`src/mig_pkg.sv`:
```
// Package for the Gauss-Jordan matrix inverse block.
// Holds dimensions, fixed-point constants and shared types; no dependencies.
`default_nettype none
package mig_pkg;
   localparam int MaxDim   = 4;
   localparam int FracBits = 16;
   localparam int Cols     = 2 * MaxDim;
   localparam int RowW     = $clog2(MaxDim);
   localparam int ColW     = $clog2(Cols);
   localparam int AddrW    = RowW + ColW;
   localparam int CntW     = $clog2(MaxDim * MaxDim + 1);
   localparam int DimW     = $clog2(MaxDim + 1);
   localparam logic signed [31:0] FxOne = 32'sd1 <<< FracBits;

   // Operation codes for the shared arithmetic unit.
   typedef enum logic [1:0] {
      OP_DIV = 2'b01,
      OP_MSB = 2'b10
   } op_type;

   // Request from the sequencer to the arithmetic unit.
   typedef struct packed {
      logic              start;
      op_type            op;
      logic signed [31:0] a;
      logic signed [31:0] b;
      logic signed [31:0] c;
   } alu_req_type;

   // Saturate a 64-bit value to 32 bits signed.
   function automatic logic signed [31:0] sat32(input logic signed [63:0] v);
      logic signed [31:0] r;
      if (v > 64'sd2147483647) r = 32'sh7fffffff;
      else if (v < -64'sd2147483648) r = 32'sh80000000;
      else r = v[31:0];
      return r;
   endfunction
endpackage
`default_nettype wire

```
`src/mig_alu.sv`:
```
// Shared arithmetic unit: multiply-subtract with a registered product, or a restoring
// divider that produces one quotient bit per cycle. Uses mig_pkg.
`default_nettype none
module mig_alu
   import mig_pkg::*;
(
   input  wire logic              clock,
   input  wire logic              reset,
   input  wire alu_req_type       req,
   output logic                   done,
   output logic signed [31:0]     result
);
   localparam int DivW = 32 + FracBits + 1;
   localparam int StepW = $clog2(DivW + 1);

   typedef enum logic [2:0] {
      S_IDLE = 3'b001,
      S_MUL  = 3'b010,
      S_DIV  = 3'b100
   } alu_state_type;

   alu_state_type state_ff, state_in;
   logic signed [63:0] prod_ff, prod_in;
   logic signed [31:0] a_ff, a_in;
   logic [DivW-1:0] num_ff, num_in;
   logic [DivW-1:0] rem_ff, rem_in;
   logic [31:0] den_ff, den_in;
   logic neg_ff, neg_in;
   logic [StepW-1:0] step_ff, step_in;
   logic done_ff, done_in;
   logic signed [31:0] res_ff, res_in;

   logic signed [63:0] quot_q;
   logic signed [63:0] trunc_p;
   logic signed [63:0] diff;
   logic [DivW:0] trial;
   logic [DivW-1:0] rem_sh;
   logic signed [63:0] num_s;
   logic [63:0] num_abs;

   always_comb begin
      state_in = state_ff;
      prod_in  = prod_ff;
      a_in     = a_ff;
      num_in   = num_ff;
      rem_in   = rem_ff;
      den_in   = den_ff;
      neg_in   = neg_ff;
      step_in  = step_ff;
      done_in  = 1'b0;
      res_in   = res_ff;
      trunc_p  = '0;
      diff     = '0;
      trial    = '0;
      rem_sh   = '0;
      quot_q   = '0;
      num_s    = 64'(req.a) <<< FracBits;
      num_abs  = num_s[63] ? 64'(-num_s) : 64'(num_s);
      unique case (state_ff)
         S_IDLE: begin
            if (req.start) begin
               if (req.op == OP_MSB) begin
                  // Register the product before the subtract.
                  prod_in  = 64'(req.b) * 64'(req.c);
                  a_in     = req.a;
                  state_in = S_MUL;
               end else begin
                  num_in  = num_abs[DivW-1:0];
                  den_in  = req.b[31] ? 32'(-req.b) : 32'(req.b);
                  neg_in  = num_s[63] ^ req.b[31];
                  rem_in  = '0;
                  step_in = StepW'(DivW);
                  state_in = S_DIV;
               end
            end
         end
         S_MUL: begin
            // Truncate toward zero when dropping the fraction bits.
            if (prod_ff[63])
               trunc_p = -((-prod_ff) >>> FracBits);
            else
               trunc_p = prod_ff >>> FracBits;
            diff     = 64'(a_ff) - trunc_p;
            res_in   = sat32(diff);
            done_in  = 1'b1;
            state_in = S_IDLE;
         end
         S_DIV: begin
            // One restoring quotient bit per cycle.
            rem_sh = {rem_ff[DivW-2:0], num_ff[DivW-1]};
            trial  = {1'b0, rem_sh} - {{(DivW-31){1'b0}}, den_ff};
            num_in = num_ff << 1;
            if (!trial[DivW]) begin
               rem_in = trial[DivW-1:0];
               num_in[0] = 1'b1;
            end else begin
               rem_in = rem_sh;
            end
            step_in = step_ff - 1'b1;
            if (step_ff == StepW'(1)) begin
               quot_q   = 64'(num_in);
               res_in   = sat32(neg_ff ? -quot_q : quot_q);
               done_in  = 1'b1;
               state_in = S_IDLE;
            end
         end
         default: state_in = S_IDLE;
      endcase
   end

   always_ff @(posedge clock) begin
      if (reset) begin
         state_ff <= S_IDLE;
         done_ff  <= 1'b0;
      end else begin
         state_ff <= state_in;
         done_ff  <= done_in;
      end
      prod_ff <= prod_in;
      a_ff    <= a_in;
      num_ff  <= num_in;
      rem_ff  <= rem_in;
      den_ff  <= den_in;
      neg_ff  <= neg_in;
      step_ff <= step_in;
      res_ff  <= res_in;
   end

   assign done   = done_ff;
   assign result = res_ff;
endmodule
`default_nettype wire

```
`config.mk`:
```
export PLATFORM = sky130hd
export DESIGN_NAME = mig_alu
export DESIGN_NICKNAME = d
export VERILOG_FILES = /design/src/mig_pkg.sv /design/src/mig_alu.sv
export SDC_FILE = /design/constraint.sdc
export NUM_CORES = 2
export LEC_CHECK = 0
export BUFFER_PORTS_ARGS = -buffer_cell sky130_fd_sc_hd__buf_2
export CAP_MARGIN = 20
export CORE_ASPECT_RATIO = 0.75
export CORE_UTILIZATION = 31
export DETAILED_ROUTE_END_ITERATION = 10
export PLACE_DENSITY = 0.47
export REMOVE_ABC_BUFFERS = 1
export SETUP_SLACK_MARGIN = 0.1
export SKIP_CTS_REPAIR_TIMING = 1
export SLEW_MARGIN = 0
export SYNTH_ARGS = -nofsm -noshare
export SYNTH_HDL_FRONTEND = slang
export SYNTH_SLANG_ARGS = --single-unit
```
`constraint.sdc`:
```
create_clock -name clock -period 9.3 [get_ports clock]
set_input_delay 0.465 -clock clock [delete_from_list [all_inputs] [get_ports clock]]
set_output_delay 0.465 -clock clock [all_outputs]
set_load 0.03 [all_outputs]
```
==> reports/results.tsv <==
metric	value	unit
fp.dieH	371	um
cp_slowest_cell	buf_2	
path_clk_slew	0.06	ns
cap_violations	0	
final-hold-violation-count	0	
synth_area_leader_cell	fa_1	
place_congestion	0.869	
synth_edf_count	264	
port_buffers	133	
clk_latency	0.58	ns
drc	0	
nets	7757	
ys_ff_latch	268	
synth_flop_cell	edfxtp_1	
yosysMostFrequentCell	inv_1	
fmax	0.116	GHz
seq_area_frac_synth	14.2	%
grt_overflow	0	
cts_tree	yes	
areaGrowthSynthToFinish	9.04	%
worst_slew_margin_rel	33.9	%
cts.sinks	268	
cpPeakStageDelay	0.62	ns
startpoint_type	input port	
timing.final.crit_share	93.1	%
fin_hold_ws	0.132	ns
endpoint_kind	flip-flop	
routedWlPerCell	20.7	um
synthTopCellsByCount	inv_1 (1206), fa_1 (1084), nand2_1 (999)	
io_pins	134	
die_w	495	um
antenna_found_initial	19	
hold_class	in -> reg	
grt_max_degree	70	
clockBufferDepth	3	
rsz0062_at_grt	false	
outcome	completed	
fin_area	61500	um^2
numCtsBuffers	35	
yosys_warnings	0	
crit_path_max_fanout	32	
nFillCells	18813	
fin_crit	8.66	ns
via_count	42898	
setup_slack	0.644	ns
crit_top_cell	fa_1	
drv_slew	0	
min_path_cells	2	
grt_use_total	19.9	%
critPathKind	in -> reg	
grt_pass1_wl	277000	um
worst_ep_required_time	9.60	ns
ant_nets	0	
synth_top_area_share	38.5	%
coreArea	181000	um^2
critical-path-top-delay-family	adder cells	
synthTopCellsByArea	fa_1 (38%), edfxtp_1 (14%), inv_1 (8.0%)	
tightest_slew	0.991	ns
die_area	184000	um^2
fin_skew	0.0358	ns
cp.arrival	8.96	ns
drive_above_1_share	6.99	%
finalSetupTns	0	ns
setup_viol	0	
wirelength	180000	um
critical_path_cell_count	27	
rows	135	
synthesis.area	56400	um^2
async_flop_share	0	%
initialDrtViolationCount	3209	
htreeDepth	2	
syn_inst	6265	
cts_root_buffer	clkbuf_16	
start_util	31.2	%
vias_per_cell	4.92	
reg2regPathDepth	28	
placed_cell_area	60400	um^2
path_buf_inv	4	
grt_pass1_vias	43995	
place_ws	0.0809	ns
dp_hpwl	148000	um
first_pass_iters	5	
ys_types	92	
synth.avg_cell_area	9.01	um^2
-- state kept, by name (all words and copies together), names as in the netlist, 3 cells and up --
register and count:
result 32, a_ff 32, den_ff 32, state_ff 3, num_ff 49, rem_ff 48, prod_ff 64, step_ff 6
-- metrics by stage --
| step | util, % | std cells |
|---|---|---|
| finish | 34.0 | 8716 |
| global route | 34.0 | 8714 |
| CTS | 34.0 | 8708 |
| detailed placement | 33.4 | 8646 |
| global placement | 33.4 | 8645 |
| floorplan | - | 5934 |
-- cell type report --
class | instances | area [um^2] | share of cell area [%]
antenna | 7 | 17.5 | 0.0285
clock buffer | 41 | 898 | 1.46
clock inverter | 21 | 165 | 0.268
inverter | 1206 | 4530 | 7.36
multi-input combinational | 4460 | 42700 | 69.4
sequential | 268 | 8010 | 13.0
tap | 2397 | 3000 | 4.87
timing repair buffer | 316 | 2240 | 3.64
-- cell usage in the layout, fill, tap and decap left out, types with 24 or more instances in the layout --
| master | n |
|---|---|
| nand2_1 | 999 |
| clkbuf_16 | 35 |
| nor3_1 | 67 |
| nand3_1 | 62 |
| ha_1 | 285 |
| or3_1 | 46 |
| nor4_1 | 30 |
| nand4_1 | 37 |
| o21a_1 | 30 |
| o31ai_1 | 39 |
| a21oi_1 | 214 |
| fa_1 | 1084 |
| nor2_1 | 210 |
| xnor2_1 | 161 |
| xor2_1 | 129 |
| nand2b_1 | 57 |
| buf_2 | 133 |
| a21o_1 | 59 |
| and2_1 | 311 |
| and3_1 | 52 |
| nor2b_1 | 25 |
| o21bai_1 | 25 |
| o21ai_0 | 204 |
| edfxtp_1 | 264 |
| buf_4 | 168 |
| inv_1 | 1206 |
| o41ai_1 | 24 |
| or4_1 | 30 |
-- logic make-up after synthesis --
logic type	Yosys count	share of synthesized area (%)
buf+inv	1537	10.3
compound gates	772	8.76
xor+xnor	291	4.55
simple gates	2017	17.2
fa+ha+maj	1369	44.8
mux	11	0.204
flops	268	14.2
-- layer usage --
metal,wire [um],global-route usage (%),vias up
met5,30,0,-
met4,2760,3.34,8
met3,14100,4.30,163
met2,73300,28.2,1308
li1,-,-,19621
met1,90100,30.7,21798
-- final timing paths --
| path | endpoint | slack [ns] | from |
|---|---|---|---|
| worst max-delay path | prod_ff[62]$_DFFE_PP_ | 0.64 | req[11] |
| worst min-delay path | state_ff[2]$_SDFFE_PP0P_ | 0.13 | reset |
| worst max register to register | result[2]$_DFFE_PP_ | 0.71 | prod_ff[3]$_DFFE_PP_ |
| worst min register to register | done$_SDFF_PP0_ | 0.58 | state_ff[0]$_SDFFE_PP1P_ |
Power is not shown: default switching activity piles up to over one toggle a cycle in this logic, so the estimate is an artifact.
